[src/hdl/sset_ram.sv]
// ----------------------------------------------------------------------------
// sset_ram: generic single-port RAM
// One write or read per cycle, registered read data.
// ----------------------------------------------------------------------------
`default_nettype none
module sset_ram #(
  parameter int WIDTH = 32,
  parameter int DEPTH = 64
) (
  input  wire logic                     clk,
  input  wire logic                     we,
  input  wire logic [$clog2(DEPTH)-1:0] addr,
  input  wire logic [WIDTH-1:0]         wdata,
  output logic      [WIDTH-1:0]         rdata
);
  logic [WIDTH-1:0] mem [DEPTH];
  always_ff @(posedge clk) begin
    if (we) mem[addr] <= wdata;
    rdata <= mem[addr];
  end
endmodule
`default_nettype wire

[config.mk]
export PLATFORM = sky130hd
export DESIGN_NAME = sset_ram
export DESIGN_NICKNAME = d
export VERILOG_FILES = /design/src/hdl/sset_ram.sv
export SDC_FILE = /design/constraint.sdc
export NUM_CORES = 2
export LEC_CHECK = 0
export BUFFER_PORTS_ARGS = -buffer_cell sky130_fd_sc_hd__clkbuf_2
export CAP_MARGIN = 15
export CORE_ASPECT_RATIO = 0.7
export CORE_MARGIN = 1.5
export CORE_UTILIZATION = 59
export CTS_BUF_LIST = sky130_fd_sc_hd__clkbuf_8
export DETAILED_ROUTE_END_ITERATION = 6
export GPL_ROUTABILITY_DRIVEN = 0
export PLACE_DENSITY = 0.77
export SLEW_MARGIN = 40
export SYNTH_ARGS = -nofsm -noshare
export SYNTH_HDL_FRONTEND = slang
export SYNTH_SLANG_ARGS = --single-unit
[constraint.sdc]
create_clock -name clk -period 4.2 [get_ports clk]
set_input_delay 0.84 -clock clk [delete_from_list [all_inputs] [get_ports clk]]
set_output_delay 0.84 -clock clk [all_outputs]
set_load 0.01 [all_outputs]
[Word-level counts from Yosys, hierarchy flattened]
Memories as Yosys holds them, arrays and structs flattened. A register that Yosys moved wholly into a read port is not among the register bits.
Cells that the tools add are included.
Storage, ports and cells
  register bits: 0
  bits in writable memories: 2048
  input bits: 40
  output and inout port bits: 32
  logic and storage cells: 3
  memories: 1
Memories
  mem: depth 64, bits a word 32, read ports 1, clocked after memory_dff 1, wr ports 1, RTL line 16  | logic [WIDTH-1:0] mem [DEPTH];
Cells by class
  muxes and demuxes: 2
Operator list (count)
  $mux W1: 2

[Logic depth before layout (Yosys ltp)]
  depth in word-level cells: 2
  depth in mapped cells: 13
  mapped depth without buffers: 6

[Worst setup path before layout]
OpenSTA, ideal clock, no wires.
  kind: input to register
  from: in addr[2]
  to: mem mem[15][0], enable pin
  library setup time: 0.421 ns
  data arrival time: 3.658 ns
  required time: 3.779 ns
  slack: 0.121 ns
  cell stages on the path: 8
  buffers on the path: 6
  path through: buf_2 -> buf_2 -> buf_2 -> buf_2 -> buf_2 -> buf_2 -> nand3_1 -> nor2_1
RTL lines
  start, declared: RTL line 12  | input wire logic [$clog2(DEPTH)-1:0] addr,
  end, declared: RTL line 16
Straight into the memory's write port.

==> out/metrics.yaml <==
routing:
  drtPass1Iterations: 7
  initialDrtViolationCount: 7611
  routedWlPerCell_um: 32.1
  drc: 1
  viasPerCell: 6.82
  ant_nets: 0
  num_vias: 45000
  wl_um: 211000
clock_network:
  hold_buffers: 0
  numClockSinks: 2080
  htree_levels: 5
  cts-root-buf: "clkbuf_8"
  clock_latency_ps: 1020
  cts_buffer_depth: 4
  cts_tree: "done"
  cts_resized: 0
  post_cts_buffers: 0
  clk_pin_slew_ps: 60
  cts_buffers: 311
sta:
  timing.final.crit_share: 0.814
  setup_violations: 0
  rsz0062_at_grt: "false"
  hold_viol: 0
  min_period_ps: 3420
  setup_tns_ps: 0
  finalMaxSlewViolations: 0
  fin_skew_ps: 46.4
  worstMarginPinSlew_ps: 906
  max_slew_margin: 0.396
  layout_setup_ws_ps: 782
  fmax_mhz: 293
  hold-worst-slack_ps: 112
critical_path:
  crit_end: "rdata[24]$_DFF_P_"
  critPathLaunchType: "primary input"
  critPathArrivalTime_ps: 4230
  path_class: "primary input to flip-flop"
  crit_path_end_kind: "flip-flop"
  worstPathMaxFanout: 60
  r2r_start: "mem[30][21]$_DFFE_PP_"
  r2r_end: "rdata[21]$_DFF_P_"
  cp.required_ps: 5010
  rr_worst_depth: 5
  r2r_slack_ps: 1460
  worstSetupStartpoint: "addr[0]"
floorplanning:
  initial_core_util: 0.594
  rows: 112
  die_area_um2: 136000
  coreArea_um2: 133000
  fp.dieH_um: 309
  num_io_pins: 72
  dieWidth_um: 440
outcome:
  violations: "design-rule violations"
  status: "complete, but fails checks"
yosys:
  syn_nets: 4279
  synth_cells: 4239
  synth_ff_type: "edfxtp_1"
  ys_warn_count: 0
  synth_area_um2: 78900
  synth.distinct_cells: 56
  synth_top_area_frac: 0.779
  async_flop_share: 0
  seq_area_frac_synth: 0.787
  synth-seq-cells: 2080
  avgSynthCellArea_um2: 18.6
  synth_top_area_cell: "edfxtp_1"
  synth_edf_count: 2048
  yosys-top-cells-area: "edfxtp_1 (78%), mux2i_1 (3.3%), mux4_2 (2.7%)"
power:
  p_per_area_nw_per_um2: 454
  p_leak_nw: 29.4
  ir_worst_vdd_mv: 0.242
  power_w: 0.0404
global_route:
  grt_pass1_wl_um: 302000
  grt_pass1_vias: 43100
  grt.overflow.total: 0
  antenna_found_initial: 17
  track_usage: 0.311
  grt_start_max_net_pins: 76
run:
  max_cap_viol_count: 0
worst_hold_path:
  hp-start: "wdata[8]"
  min_path_type: "primary input to flip-flop"
place:
  place_ws_ps: -8.01
  port_buffers: 71
  place_hpwl_um: 126000
final_layout:
  drive_above_1_share: 0.220
  fin_nets: 4662
  synthToLayoutAreaGrowth_pct: 12.8
## critical path, stage by stage
cell and delay, ps:
buf_8 440, buf_12 270, nor2_4 60, buf_12 220
buf_4 370, a22o_1 280, o21ai_0 150, nand3_1 240
a2111oi_2 830, nand3_1 320
## cell type report
class | instances | area [um2]
sequential | 2080 | 62100
timing repair buffer | 368 | 3160
clock inverter | 187 | 901
multi-input combinational | 1859 | 16100
inverter | 2 | 15.0
clock buffer | 328 | 4510
antenna | 5 | 12.5
tap | 1767 | 2210
fill | 8243 | 44000
## cell usage in the layout, fill, tap and decap left out, drive strengths merged, types with 96 or more instances in the layout
master and count:
mux4 96, nor2 145, a21oi 121, mux2 147, inv 106, edfxtp 2048, buf 306, a221oi 175
mux2i 259, a22oi 188, clkbuf 390
## stage by stage
stage | util | instance area (um2) | std cells
after CTS | 0.669 | 89000 | 6591
after global routing | 0.669 | 89000 | 6596
final | 0.669 | 89000 | 6596
after detailed placement | 0.629 | 83600 | 6076
after floorplan | - | 78900 | 4239
after global placement | 0.628 | 83500 | 6072
## synth_stat cells, drive strengths merged, types with 2 or more instances
master      n
a2111oi    15
a211oi     17
a21oi     121
a221o      15
a221oi    175
a222oi     16
a22o       66
a22oi     188
a31oi      43
and2        5
and3       85
and3b       2
buf       129
clkbuf    169
dfxtp      32
edfxtp   2048
inv         2
mux2      147
mux2i     259
mux4       96
nand2      28
nand2b     18
nand3      54
nand3b      2
nand4       3
nor2      145
nor2b       8
nor3       22
nor4       14
o21ai      85
o221ai      6
o22a       70
o22ai      93
o2bb2ai    15
o311ai      2
or3         4
or4        15
or4b       14
## how the worst min path moves through the flow
stage          cells after the start  slack (ps)                   end
3_5_place_dp                       3         650      rdata[1]$_DFF_P_
4_1_cts                            1          50  mem[53][8]$_DFFE_PP_
6_report                           1         110  mem[53][8]$_DFFE_PP_
3_3_place_gp                       3         630      rdata[1]$_DFF_P_
5_1_grt                            1          90  mem[53][8]$_DFFE_PP_
2_1_floorplan                      4         560     rdata[10]$_DFF_P_
## cell families (layout without fill, tap and decap cells)
family,count (synthesis),count (layout),synth area share
other cells,0,5,0
simple gates,424,424,0.0281
mux,502,502,0.0812
flops,2080,2080,0.787
compound gates,933,933,0.0866
buf+inv,300,885,0.0168
## flip-flops by register name, summed over array words and instances (netlist names)
name,count
mem,2048
rdata,32
## report_power, final
part           switching (W)  internal (W)
clock                0.00746       0.00752
combinational        0.00159      0.000730
sequential         0.0000901        0.0230
total                0.00914        0.0312
## per-layer routing
layer	global-route usage	wire length [um]	vias up
li1	-	-	18400
met1	0.464	80100	22700
met2	0.434	91700	3587
met3	0.112	35000	339
met4	0.0895	4600	6
met5	0	28	-
Power figures use the tool's default switching activity.
